$ cat config.mk
export PLATFORM = sky130hd
export DESIGN_NAME = v210_to_rgba_converter_unit_flat
export DESIGN_NICKNAME = d
export VERILOG_FILES = /design/src/sv/v2r_pkg.sv /design/src/sv/v2r_if.sv /design/src/sv/v2r_front.sv /design/src/sv/v2r_queue.sv /design/src/sv/v2r_back.sv /design/src/sv/v210_to_rgba_converter_unit.sv /design/src/flat_wrapper.sv
export SDC_FILE = /design/constraint.sdc
export NUM_CORES = 1
export LEC_CHECK = 0
export ABC_AREA = 1
export BUFFER_PORTS_ARGS = -buffer_cell sky130_fd_sc_hd__buf_2
export CORE_UTILIZATION = 45
export CTS_BUF_LIST = sky130_fd_sc_hd__clkbuf_8 sky130_fd_sc_hd__clkbuf_16
export CTS_CLUSTER_SIZE = 25
export DETAILED_ROUTE_END_ITERATION = 7
export PLACE_DENSITY = 0.6
export SLEW_MARGIN = 15
export SYNTH_ARGS = -nofsm -noshare
export SYNTH_HDL_FRONTEND = slang
export SYNTH_SLANG_ARGS = --single-unit
export TNS_END_PERCENT = 30
$ cat constraint.sdc
create_clock -name clk -period 8.95 [get_ports clk]
set_clock_uncertainty 0.05 [all_clocks]
set_input_delay 1.3425 -clock clk [delete_from_list [all_inputs] [get_ports clk]]
set_output_delay 1.3425 -clock clk [all_outputs]
set_load 0.01 [all_outputs]
$ cat src/sv/v2r_pkg.sv
// Shared types, constants and the helper function of the v210 to RGB converter.
package v2r_pkg;

    localparam int CFG_W     = 13;
    localparam int APB_AW    = 3;
    localparam int APB_DW    = 32;
    localparam int WORD_W    = 32;
    localparam int SAMPLE_W  = 10;
    localparam int PIX_W     = 8;
    localparam int GROUP_PIX = 6;
    localparam int GROUP_CHR = 3;
    localparam int CNT_W     = 3;
    localparam int FRAC_W    = 10;
    localparam int SUM_W     = 24;
    localparam int QUEUE_DEPTH = 2;

    localparam int MAX_LINE_PIXELS_DEF = 4096;
    localparam int MAX_FRAME_LINES_DEF = 4096;

    localparam logic [CFG_W-1:0] LINE_PIXELS_RST = 13'd1920;
    localparam logic [CFG_W-1:0] FRAME_LINES_RST = 13'd1080;

    localparam logic REG_LINE_PIXELS = 1'b0;
    localparam logic REG_FRAME_LINES = 1'b1;

    localparam int COEF_Y  = 1192;
    localparam int COEF_RV = 1634;
    localparam int COEF_GU = 401;
    localparam int COEF_GV = 833;
    localparam int COEF_BU = 2066;
    localparam int LUMA_OFS   = 64;
    localparam int CHROMA_OFS = 512;
    localparam int ROUND_OFS  = 512;
    localparam int PIX_MAX    = 255;

    typedef logic [SAMPLE_W-1:0] sample_t;

    typedef struct packed {
        sample_t [GROUP_PIX-1:0] y;
        sample_t [GROUP_CHR-1:0] cb;
        sample_t [GROUP_CHR-1:0] cr;
        logic [CNT_W-1:0]        count;
        logic                    rend;
        logic                    fend;
    } v2r_entry_t;

    function automatic logic [PIX_W-1:0] to_byte(input logic signed [SUM_W-1:0] s);
        logic signed [SUM_W-1:0] sh;
        logic [PIX_W-1:0]        res;
        sh = s >>> FRAC_W;
        if (s < 0)
        begin
            res = '0;
        end
        else if (sh > SUM_W'(PIX_MAX))
        begin
            res = PIX_W'(PIX_MAX);
        end
        else
        begin
            res = sh[PIX_W-1:0];
        end
        return res;
    endfunction

endpackage

$ cat src/sv/v2r_if.sv
// Stream channel interfaces for v210 group beats and RGB pixel beats.
interface v2r_grp_if
    import v2r_pkg::*;
();
    logic              valid;
    logic              ready;
    logic [WORD_W-1:0] word_a;
    logic [WORD_W-1:0] word_b;
    logic [WORD_W-1:0] word_c;
    logic [WORD_W-1:0] word_d;

    modport source (output valid, word_a, word_b, word_c, word_d, input ready);
    modport sink (input valid, word_a, word_b, word_c, word_d, output ready);
endinterface

interface v2r_pix_if
    import v2r_pkg::*;
();
    logic             valid;
    logic             ready;
    logic [PIX_W-1:0] red;
    logic [PIX_W-1:0] green;
    logic [PIX_W-1:0] blue;
    logic             group_last;
    logic             row_end;
    logic             frame_end;

    modport source (output valid, red, green, blue, group_last, row_end, frame_end,
                    input ready);
    modport sink (input valid, red, green, blue, group_last, row_end, frame_end,
                  output ready);
endinterface

$ cat src/sv/v2r_front.sv
// Front end: accepts group beats, unpacks samples and tracks column and line position.
module v2r_front
    import v2r_pkg::*;
#(
    parameter int MAX_LINE_PIXELS = MAX_LINE_PIXELS_DEF,
    parameter int MAX_FRAME_LINES = MAX_FRAME_LINES_DEF
)
(
    input  logic             clk,
    input  logic             rst_n,
    input  logic [CFG_W-1:0] line_pixels,
    input  logic [CFG_W-1:0] frame_lines,
    v2r_grp_if.sink          grp,
    input  logic             full,
    output logic             push,
    output v2r_entry_t       push_entry
);

    localparam int WID_W  = $clog2(MAX_LINE_PIXELS + 1);
    localparam int COL_W  = $clog2(MAX_LINE_PIXELS);
    localparam int HGT_W  = $clog2(MAX_FRAME_LINES + 1);
    localparam int LINE_W = (MAX_FRAME_LINES > 1) ? $clog2(MAX_FRAME_LINES) : 1;

    logic [COL_W-1:0]  column_reg, column_next;
    logic [LINE_W-1:0] line_reg, line_next;
    logic [WID_W-1:0]  width;
    logic [HGT_W-1:0]  height;
    logic [COL_W-1:0]  col_eff;
    logic [LINE_W-1:0] ln_eff;
    logic [WID_W-1:0]  rem;
    logic              rend;
    logic              fend;

    always_comb
    begin
        if (line_pixels == '0)
        begin
            width = WID_W'(1);
        end
        else if (32'(line_pixels) > 32'(MAX_LINE_PIXELS))
        begin
            width = WID_W'(MAX_LINE_PIXELS);
        end
        else
        begin
            width = WID_W'(line_pixels);
        end

        if (frame_lines == '0)
        begin
            height = HGT_W'(1);
        end
        else if (32'(frame_lines) > 32'(MAX_FRAME_LINES))
        begin
            height = HGT_W'(MAX_FRAME_LINES);
        end
        else
        begin
            height = HGT_W'(frame_lines);
        end
    end

    always_comb
    begin
        col_eff = (32'(column_reg) >= 32'(width)) ? '0 : column_reg;
        ln_eff  = (32'(line_reg) >= 32'(height)) ? '0 : line_reg;
        rem     = width - WID_W'(col_eff);
        rend    = (32'(rem) <= 32'(GROUP_PIX));
        fend    = rend && ((32'(ln_eff) + 32'd1) == 32'(height));

        if (rend)
        begin
            column_next = '0;
            line_next   = fend ? '0 : ln_eff + LINE_W'(1);
        end
        else
        begin
            column_next = col_eff + COL_W'(GROUP_PIX);
            line_next   = ln_eff;
        end
    end

    assign grp.ready = !full;
    assign push      = grp.valid && !full;

    always_comb
    begin
        push_entry.cb[0] = grp.word_a[9:0];
        push_entry.y[0]  = grp.word_a[19:10];
        push_entry.cr[0] = grp.word_a[29:20];
        push_entry.y[1]  = grp.word_b[9:0];
        push_entry.cb[1] = grp.word_b[19:10];
        push_entry.y[2]  = grp.word_b[29:20];
        push_entry.cr[1] = grp.word_c[9:0];
        push_entry.y[3]  = grp.word_c[19:10];
        push_entry.cb[2] = grp.word_c[29:20];
        push_entry.y[4]  = grp.word_d[9:0];
        push_entry.cr[2] = grp.word_d[19:10];
        push_entry.y[5]  = grp.word_d[29:20];
        push_entry.count = rend ? CNT_W'(rem) : CNT_W'(GROUP_PIX);
        push_entry.rend  = rend;
        push_entry.fend  = fend;
    end

    always_ff @(posedge clk or negedge rst_n)
    begin
        if (!rst_n)
        begin
            column_reg <= '0;
            line_reg   <= '0;
        end
        else if (push)
        begin
            column_reg <= column_next;
            line_reg   <= line_next;
        end
    end

    a_count_range: assert property (@(posedge clk) disable iff (!rst_n)
        push |-> (push_entry.count != '0) && (32'(push_entry.count) <= 32'(GROUP_PIX)))
        else $error("Group pixel count out of range.");

    a_full_group: assert property (@(posedge clk) disable iff (!rst_n)
        push && !push_entry.rend |-> 32'(push_entry.count) == 32'(GROUP_PIX))
        else $error("A group that does not end a line must yield six pixels.");

    a_frame_needs_row: assert property (@(posedge clk) disable iff (!rst_n)
        push && push_entry.fend |-> push_entry.rend && line_next == '0)
        else $error("Frame end without row end or line wrap.");

endmodule

$ cat src/sv/v2r_queue.sv
// Short queue of classified groups between the front end and the pixel back end.
module v2r_queue
    import v2r_pkg::*;
(
    input  logic       clk,
    input  logic       rst_n,
    input  logic       push,
    input  v2r_entry_t push_entry,
    output logic       full,
    input  logic       pop,
    output logic       valid,
    output v2r_entry_t head
);

    localparam int PTR_W = (QUEUE_DEPTH > 1) ? $clog2(QUEUE_DEPTH) : 1;
    localparam int OCC_W = $clog2(QUEUE_DEPTH + 1);

    v2r_entry_t        mem [QUEUE_DEPTH];
    logic [PTR_W-1:0]  wptr_reg, wptr_next;
    logic [PTR_W-1:0]  rptr_reg, rptr_next;
    logic [OCC_W-1:0]  occ_reg, occ_next;

    assign full  = (32'(occ_reg) == 32'(QUEUE_DEPTH));
    assign valid = (occ_reg != '0);
    assign head  = mem[rptr_reg];

    always_comb
    begin
        wptr_next = wptr_reg;
        rptr_next = rptr_reg;
        occ_next  = occ_reg;
        if (push)
        begin
            wptr_next = (32'(wptr_reg) == QUEUE_DEPTH - 1) ? '0 : wptr_reg + PTR_W'(1);
        end
        if (pop)
        begin
            rptr_next = (32'(rptr_reg) == QUEUE_DEPTH - 1) ? '0 : rptr_reg + PTR_W'(1);
        end
        if (push && !pop)
        begin
            occ_next = occ_reg + OCC_W'(1);
        end
        else if (pop && !push)
        begin
            occ_next = occ_reg - OCC_W'(1);
        end
    end

    always_ff @(posedge clk)
    begin
        if (push)
        begin
            mem[wptr_reg] <= push_entry;
        end
    end

    always_ff @(posedge clk or negedge rst_n)
    begin
        if (!rst_n)
        begin
            wptr_reg <= '0;
            rptr_reg <= '0;
            occ_reg  <= '0;
        end
        else
        begin
            wptr_reg <= wptr_next;
            rptr_reg <= rptr_next;
            occ_reg  <= occ_next;
        end
    end

    a_no_overflow: assert property (@(posedge clk) disable iff (!rst_n)
        push |-> !full || pop)
        else $error("Queue written while full.");

    a_no_underflow: assert property (@(posedge clk) disable iff (!rst_n)
        pop |-> valid)
        else $error("Queue read while empty.");

    a_entry_kept: assert property (@(posedge clk) disable iff (!rst_n)
        valid && !pop |=> valid)
        else $error("Queue entry lost without a read.");

endmodule

$ cat src/sv/v2r_back.sv
// Back end: steps through the pixels of a group and converts each one to RGB.
module v2r_back
    import v2r_pkg::*;
(
    input  logic       clk,
    input  logic       rst_n,
    input  logic       q_valid,
    input  v2r_entry_t q_entry,
    output logic       pop,
    v2r_pix_if.source  pix
);

    logic [CNT_W-1:0]        k_reg, k_next;
    logic                    s0_v_reg, s0_v_next;
    logic                    s1_v_reg, s1_v_next;
    logic                    o_v_reg, o_v_next;
    logic                    o_load, s1_load, s0_load;
    logic                    issue, last;

    sample_t                 y_sel, cb_sel, cr_sel;
    logic signed [SAMPLE_W:0] c_next, d_next, e_next;
    logic signed [SAMPLE_W:0] s0_c_reg, s0_d_reg, s0_e_reg;
    logic [2:0]              s0_flags_reg, s1_flags_reg, o_flags_reg;

    logic signed [SUM_W-1:0] s1_py_reg, s1_prv_reg, s1_pgu_reg, s1_pgv_reg, s1_pbu_reg;
    logic signed [SUM_W-1:0] sum_r, sum_g, sum_b;
    logic [PIX_W-1:0]        o_red_reg, o_green_reg, o_blue_reg;

    assign o_load  = !o_v_reg || pix.ready;
    assign s1_load = !s1_v_reg || o_load;
    assign s0_load = !s0_v_reg || s1_load;
    assign issue   = q_valid && s0_load;
    assign last    = (k_reg == q_entry.count - CNT_W'(1));
    assign pop     = issue && last;

    always_comb
    begin
        k_next = k_reg;
        if (issue)
        begin
            k_next = last ? '0 : k_reg + CNT_W'(1);
        end
        s0_v_next = s0_load ? issue : s0_v_reg;
        s1_v_next = s1_load ? s0_v_reg : s1_v_reg;
        o_v_next  = o_load ? s1_v_reg : o_v_reg;
    end

    always_comb
    begin
        y_sel  = q_entry.y[k_reg];
        cb_sel = q_entry.cb[k_reg[CNT_W-1:1]];
        cr_sel = q_entry.cr[k_reg[CNT_W-1:1]];
        if (32'(y_sel) < 32'(LUMA_OFS))
        begin
            c_next = '0;
        end
        else
        begin
            c_next = $signed({1'b0, y_sel}) - (SAMPLE_W + 1)'(LUMA_OFS);
        end
        d_next = $signed({1'b0, cb_sel}) - (SAMPLE_W + 1)'(CHROMA_OFS);
        e_next = $signed({1'b0, cr_sel}) - (SAMPLE_W + 1)'(CHROMA_OFS);
    end

    always_comb
    begin
        sum_r = s1_py_reg + s1_prv_reg + SUM_W'(ROUND_OFS);
        sum_g = s1_py_reg - s1_pgu_reg - s1_pgv_reg + SUM_W'(ROUND_OFS);
        sum_b = s1_py_reg + s1_pbu_reg + SUM_W'(ROUND_OFS);
    end

    always_ff @(posedge clk)
    begin
        if (issue)
        begin
            s0_c_reg     <= c_next;
            s0_d_reg     <= d_next;
            s0_e_reg     <= e_next;
            s0_flags_reg <= {last, last && q_entry.rend, last && q_entry.fend};
        end
        if (s1_load && s0_v_reg)
        begin
            s1_py_reg    <= SUM_W'(s0_c_reg) * SUM_W'(COEF_Y);
            s1_prv_reg   <= SUM_W'(s0_e_reg) * SUM_W'(COEF_RV);
            s1_pgu_reg   <= SUM_W'(s0_d_reg) * SUM_W'(COEF_GU);
            s1_pgv_reg   <= SUM_W'(s0_e_reg) * SUM_W'(COEF_GV);
            s1_pbu_reg   <= SUM_W'(s0_d_reg) * SUM_W'(COEF_BU);
            s1_flags_reg <= s0_flags_reg;
        end
        if (o_load && s1_v_reg)
        begin
            o_red_reg   <= to_byte(sum_r);
            o_green_reg <= to_byte(sum_g);
            o_blue_reg  <= to_byte(sum_b);
            o_flags_reg <= s1_flags_reg;
        end
    end

    always_ff @(posedge clk or negedge rst_n)
    begin
        if (!rst_n)
        begin
            k_reg    <= '0;
            s0_v_reg <= 1'b0;
            s1_v_reg <= 1'b0;
            o_v_reg  <= 1'b0;
        end
        else
        begin
            k_reg    <= k_next;
            s0_v_reg <= s0_v_next;
            s1_v_reg <= s1_v_next;
            o_v_reg  <= o_v_next;
        end
    end

    assign pix.valid      = o_v_reg;
    assign pix.red        = o_red_reg;
    assign pix.green      = o_green_reg;
    assign pix.blue       = o_blue_reg;
    assign pix.group_last = o_flags_reg[2];
    assign pix.row_end    = o_flags_reg[1];
    assign pix.frame_end  = o_flags_reg[0];

    a_index_in_group: assert property (@(posedge clk) disable iff (!rst_n)
        q_valid |-> k_reg < q_entry.count)
        else $error("Pixel index beyond the group count.");

    a_index_rests: assert property (@(posedge clk) disable iff (!rst_n)
        !q_valid |-> k_reg == '0)
        else $error("Pixel index not at zero between groups.");

    a_end_flags: assert property (@(posedge clk) disable iff (!rst_n)
        pix.valid && pix.row_end |-> pix.group_last)
        else $error("Row end on a pixel that is not the last of its group.");

    a_frame_flags: assert property (@(posedge clk) disable iff (!rst_n)
        pix.valid && pix.frame_end |-> pix.row_end)
        else $error("Frame end without row end.");

endmodule

$ cat src/sv/v210_to_rgba_converter_unit.sv
// Top level of the v210 group to RGB pixel converter with its register port.
// Each accepted group beat is queued; its pixels then pass the s0, s1 and output registers.
// Throughput: one pixel per cycle while groups are queued and pix.ready is not held low;
// the single conversion pipeline in the back end sets this rate.
// Reset: rst_n clears column, line, queue and pipeline valid state; registers return
// to 1920 pixels per line and 1080 lines per frame.
module v210_to_rgba_converter_unit
    import v2r_pkg::*;
#(
    parameter int MAX_LINE_PIXELS = MAX_LINE_PIXELS_DEF,
    parameter int MAX_FRAME_LINES = MAX_FRAME_LINES_DEF
)
(
    input  logic              clk,
    input  logic              rst_n,
    input  logic              psel,
    input  logic              penable,
    input  logic              pwrite,
    input  logic [APB_AW-1:0] paddr,
    input  logic [APB_DW-1:0] pwdata,
    output logic [APB_DW-1:0] prdata,
    output logic              pready,
    v2r_grp_if.sink           grp,
    v2r_pix_if.source         pix
);

    logic [CFG_W-1:0] line_pixels_reg, line_pixels_next;
    logic [CFG_W-1:0] frame_lines_reg, frame_lines_next;
    logic             wr_en;
    logic             push, pop, full, q_valid;
    v2r_entry_t       push_entry, q_entry;

    assign pready = 1'b1;
    assign wr_en  = psel && penable && pwrite && pready;

    always_comb
    begin
        line_pixels_next = line_pixels_reg;
        frame_lines_next = frame_lines_reg;
        if (wr_en)
        begin
            case (paddr[2])
                REG_LINE_PIXELS: line_pixels_next = pwdata[CFG_W-1:0];
                REG_FRAME_LINES: frame_lines_next = pwdata[CFG_W-1:0];
                default: ;
            endcase
        end
    end

    always_comb
    begin
        case (paddr[2])
            REG_LINE_PIXELS: prdata = APB_DW'(line_pixels_reg);
            REG_FRAME_LINES: prdata = APB_DW'(frame_lines_reg);
            default:         prdata = '0;
        endcase
    end

    always_ff @(posedge clk or negedge rst_n)
    begin
        if (!rst_n)
        begin
            line_pixels_reg <= LINE_PIXELS_RST;
            frame_lines_reg <= FRAME_LINES_RST;
        end
        else
        begin
            line_pixels_reg <= line_pixels_next;
            frame_lines_reg <= frame_lines_next;
        end
    end

    v2r_front #(
        .MAX_LINE_PIXELS (MAX_LINE_PIXELS),
        .MAX_FRAME_LINES (MAX_FRAME_LINES)
    ) u_front (
        .clk         (clk),
        .rst_n       (rst_n),
        .line_pixels (line_pixels_reg),
        .frame_lines (frame_lines_reg),
        .grp         (grp),
        .full        (full),
        .push        (push),
        .push_entry  (push_entry)
    );

    v2r_queue u_queue (
        .clk        (clk),
        .rst_n      (rst_n),
        .push       (push),
        .push_entry (push_entry),
        .full       (full),
        .pop        (pop),
        .valid      (q_valid),
        .head       (q_entry)
    );

    v2r_back u_back (
        .clk     (clk),
        .rst_n   (rst_n),
        .q_valid (q_valid),
        .q_entry (q_entry),
        .pop     (pop),
        .pix     (pix)
    );

endmodule
$ cat src/flat_wrapper.sv
// flat-port wrapper written by rule: the top's interface ports become plain ports
module v210_to_rgba_converter_unit_flat import v2r_pkg::*;
#(
    parameter int MAX_LINE_PIXELS = MAX_LINE_PIXELS_DEF,
    parameter int MAX_FRAME_LINES = MAX_FRAME_LINES_DEF
)
  (clk, rst_n, psel, penable, pwrite, paddr, pwdata, prdata, pready, grp_valid, grp_word_a, grp_word_b, grp_word_c, grp_word_d, grp_ready, pix_valid, pix_red, pix_green, pix_blue, pix_group_last, pix_row_end, pix_frame_end, pix_ready);
  v2r_grp_if grp_i ();
  v2r_pix_if pix_i ();
  input  logic clk;
  input  logic rst_n;
  input  logic psel;
  input  logic penable;
  input  logic pwrite;
  input  logic [APB_AW-1:0] paddr;
  input  logic [APB_DW-1:0] pwdata;
  output logic [APB_DW-1:0] prdata;
  output logic pready;
  input wire logic [$bits(grp_i.valid)-1:0] grp_valid;
  input wire logic [$bits(grp_i.word_a)-1:0] grp_word_a;
  input wire logic [$bits(grp_i.word_b)-1:0] grp_word_b;
  input wire logic [$bits(grp_i.word_c)-1:0] grp_word_c;
  input wire logic [$bits(grp_i.word_d)-1:0] grp_word_d;
  output wire logic [$bits(grp_i.ready)-1:0] grp_ready;
  output wire logic [$bits(pix_i.valid)-1:0] pix_valid;
  output wire logic [$bits(pix_i.red)-1:0] pix_red;
  output wire logic [$bits(pix_i.green)-1:0] pix_green;
  output wire logic [$bits(pix_i.blue)-1:0] pix_blue;
  output wire logic [$bits(pix_i.group_last)-1:0] pix_group_last;
  output wire logic [$bits(pix_i.row_end)-1:0] pix_row_end;
  output wire logic [$bits(pix_i.frame_end)-1:0] pix_frame_end;
  input wire logic [$bits(pix_i.ready)-1:0] pix_ready;
  assign grp_i.valid = grp_valid;
  assign grp_i.word_a = grp_word_a;
  assign grp_i.word_b = grp_word_b;
  assign grp_i.word_c = grp_word_c;
  assign grp_i.word_d = grp_word_d;
  assign grp_ready = grp_i.ready;
  assign pix_valid = pix_i.valid;
  assign pix_red = pix_i.red;
  assign pix_green = pix_i.green;
  assign pix_blue = pix_i.blue;
  assign pix_group_last = pix_i.group_last;
  assign pix_row_end = pix_i.row_end;
  assign pix_frame_end = pix_i.frame_end;
  assign pix_i.ready = pix_ready;
  v210_to_rgba_converter_unit #(.MAX_LINE_PIXELS(MAX_LINE_PIXELS), .MAX_FRAME_LINES(MAX_FRAME_LINES)) u_core (.clk(clk), .rst_n(rst_n), .psel(psel), .penable(penable), .pwrite(pwrite), .paddr(paddr), .pwdata(pwdata), .prdata(prdata), .pready(pready), .grp(grp_i), .pix(pix_i));
endmodule
==> results.md <==
- The flow ran to the end, and the final reports show no timing, DRC or antenna violations.
- The die span in y is roughly 270 um.
- The class of the worst hold path is flop to flop.
- The worst path needs 5.773 ns of the cycle, external delays included.
- At the placement stage, the worst setup path has a slack of between 3 and 4 ns.
- The worst setup path is launched from a flop.
- The number of standard cells after synthesis is ~3200.
- The residual antenna-violating net count after detailed routing is 0.
- After detailed routing, the average wire length per cell comes to ~16 um.
- The slowest cell on the critical path is sky130_fd_sc_hd__nor3_4.
- The total die area is slightly above 70000 um^2.
- The number of synthesized flops with an enable pin is slightly above 400.
- The initial core utilization is 0.4579.
- Row generation in the floorplan step produced 96 rows.
- The CTS tree is done.
- Setup repair after global routing left no endpoint under its margin.
- The synthesis-stage register bit count is 475.
- In the synthesized netlist the async set-or-reset flop fraction comes to 0.1263.
- For this run, the number of Yosys warnings is 0.
- Setup violations remaining at the end of the flow were counted as 0.
- The flip-flop count of the largest register, all copies and words added is 250.
- The number of global-route vias before repair is ~21000.
- The total number of vias is roughly 22000.
- The worst slack on hold paths is 0.3650 ns.
- The final net count is around 4100.
- The count of cell types in the netlist is 57.
- The total count of hold-check failures in the final report is 0.
- In this run the worst setup path begins at u_core.line_pixels_reg[11]$_DFFE_PN0P_.
- The first global-routing pass estimated approximately 110000 um of wire.
- The later pin in the worst-skew pair is clocked with a latency of 0.62 ns.
- Clock tree synthesis found a total of 475 sinks.
- The commonest register cell after synthesis is sky130_fd_sc_hd__edfxtp_1.
- The number of buffers inserted by hold repair at cts is 0.
- The number of H-tree levels is 2.
- The master cell of the clock root buffer is sky130_fd_sc_hd__clkbuf_16.
- In the routed layout, each cell is associated on average with a via count of ~5.
- The leading cell type in the layout, fill and taps excluded is sky130_fd_sc_hd__inv_1.
- The layout overhead on the synthesized area is 12.24%.
- The clock transition at the registers of the reported paths is ~0.060 ns.
- The worst path arrival time is approximately 6 ns.
- The number of maximum-capacitance violations is 0.
- The source of the worst register-to-register timing path is u_core.line_pixels_reg[11]$_DFFE_PN0P_.
- Of the cells placed in the final design, the portion with a size suffix greater than 1 is 0.1024.
- The top-level I/O count is between 200 and 250.
- Entering global routing, the biggest net connects between 100 and 150 pins.
- The total half-perimeter wirelength after legalization and detailed placement is roughly 51000 um.
- The global route total overflow is 0.
- Of the available clock period, the critical path in the final layout requires 0.6451.
- The first-pass iteration count of the detailed router is 7.
- The core area is ~69000 um^2.
- The routability congestion estimate is 0.8948.
- Post-CTS repair changed the size of 0 cells.
- The number of max-slew violations in the final report is 0.
- In the layout the commonest cells are 521 x sky130_fd_sc_hd__inv_1, 446 x sky130_fd_sc_hd__nand2_1, 415 x sky130_fd_sc_hd__edfxtp_1, 408 x sky130_fd_sc_hd__ha_1, 267 x sky130_fd_sc_hd__o21ai_0.
- Adding up every negative setup slack in the final design gives 0 ns.
- The capturing element type of the critical path is a flop.
- The final wirelength is between 60000 and 70000 um.
- The type of the worst setup path is flop to flop.
- The clock passes through at most 3 buffers.
- Timing would allow up to 0.1732 GHz.
- The combined area of all synthesized cells is 31630 um^2.
- The layout filler cell count is roughly 6400.
- For this run, design rule violations remaining after detail routing come to 0.
- On the critical path the largest part of the delay comes from simple AND/OR/NAND/NOR gates.
- The number of buffer and inverter instances along the worst setup path is 6.
- The worst pin sits at a relative slew slack of 0.3243.
- For this block, the initial DRC count from the detailed router was roughly 1300.
- The start point of the worst hold path is u_core.u_back.s1_flags_reg[0]$_DFFE_PP_.
- Port buffering added between 150 and 200 buffers.
- The number of setup buffers added after CTS is 0.
- The post-synthesis sequential area ratio is 0.4418.
- The maximum fanout along the worst path is 17.
- The number of antenna violations at the first check in global routing came to 15.
- In this run the horizontal extent of the chip is between 200 and 300 um.
- The maximum cell stage delay along the critical path is about 0.73 ns.
- TritonCTS created between 50 and 60 clock buffers.
- The average footprint of a synthesized cell is 9.868 um^2.
- The endpoint required time on the critical path is ~9.4 ns.
- For the pin with the worst max-slew slack, the measured transition is about 1 ns.
- For this run, the total global-route usage over all layers was measured as 0.1984.
- The post-route worst setup slack is ~3.2 ns.
per-layer routing:
metal  wire, um  track usage  vias to the layer above
li1           -            -                    11180
met1      33900       0.2847                    10150
met2      30880       0.3126                      398
met3       3163      0.03273                       95
met4       1220      0.04706                       22
met5        137            0                        -
final cells by class:
class	count	area (um^2)	share of cell area
diodes	4	10.01	0.0002820
clock buffers	61	1493	0.04205
clock inverters	43	469.2	0.01322
inverters	527	1982	0.05583
multi-input cells	2135	15350	0.4323
flip-flops and latches	475	13980	0.3937
well taps	931	1165	0.03281
repair buffers	198	1056	0.02975
cells by family after synthesis:
logic type      count (synthesis)  share of synthesized area
simple gates                  916                     0.1246
mux                             2                  0.0006330
xor+xnor                      150                    0.04154
flops                         475                     0.4418
fa+ha+maj                     503                     0.2215
compound gates                544                    0.09364
other cells                     2                  0.0002374
buf+inv                       613                    0.07599
cell usage after synthesis (all sizes together) (7+ instances only):
library cell | count | share of area
o221ai | 7 | 0.0019
o21ai | 272 | 0.043
fa | 95 | 0.060
nor3 | 13 | 0.0026
inv | 525 | 0.062
o31ai | 10 | 0.0024
edfxtp | 415 | 0.39
o21bai | 13 | 0.0031
a31oi | 12 | 0.0024
dfstp | 8 | 0.0066
o22ai | 55 | 0.011
a21oi | 149 | 0.024
nor2 | 286 | 0.036
ha | 408 | 0.16
clkbuf | 54 | 0.0064
nand2 | 452 | 0.054
dfrtp | 52 | 0.041
xnor2 | 48 | 0.013
xor2 | 102 | 0.028
nand3 | 106 | 0.019
buf | 32 | 0.0070
nand4 | 36 | 0.0080
final timing paths:
path	end	slack (ns)	depth (start not counted)
min in group asynchronous	u_core.frame_lines_reg[1]$_DFFE_PN0P_	0.85	2
min reg2reg	u_core.u_back.o_flags_reg[0]$_DFFE_PP_	0.37	0
max in group asynchronous	u_core.u_queue.rptr_reg$_DFFE_PN0P_	7.35	2
min	u_core.u_back.o_flags_reg[0]$_DFFE_PP_	0.37	0
max	u_core.u_queue.mem[1][0]$_DFFE_PP_	3.18	29
max reg2reg	u_core.u_queue.mem[1][0]$_DFFE_PP_	3.18	29
stage by stage:
step / cells / instance area, um^2 / utilization
3_5_place_dp: 4266 / 33530 / 0.4854
3_3_place_gp: 4266 / 33530 / 0.4854
5_1_grt: 4373 / 35500 / 0.5139
2_1_floorplan: 3223 / 31700 / -
4_1_cts: 4370 / 35490 / 0.5138
6_report: 4374 / 35500 / 0.5140
Power is not shown: default switching activity piles up to over one toggle a cycle in this logic, so the estimate is an artifact.
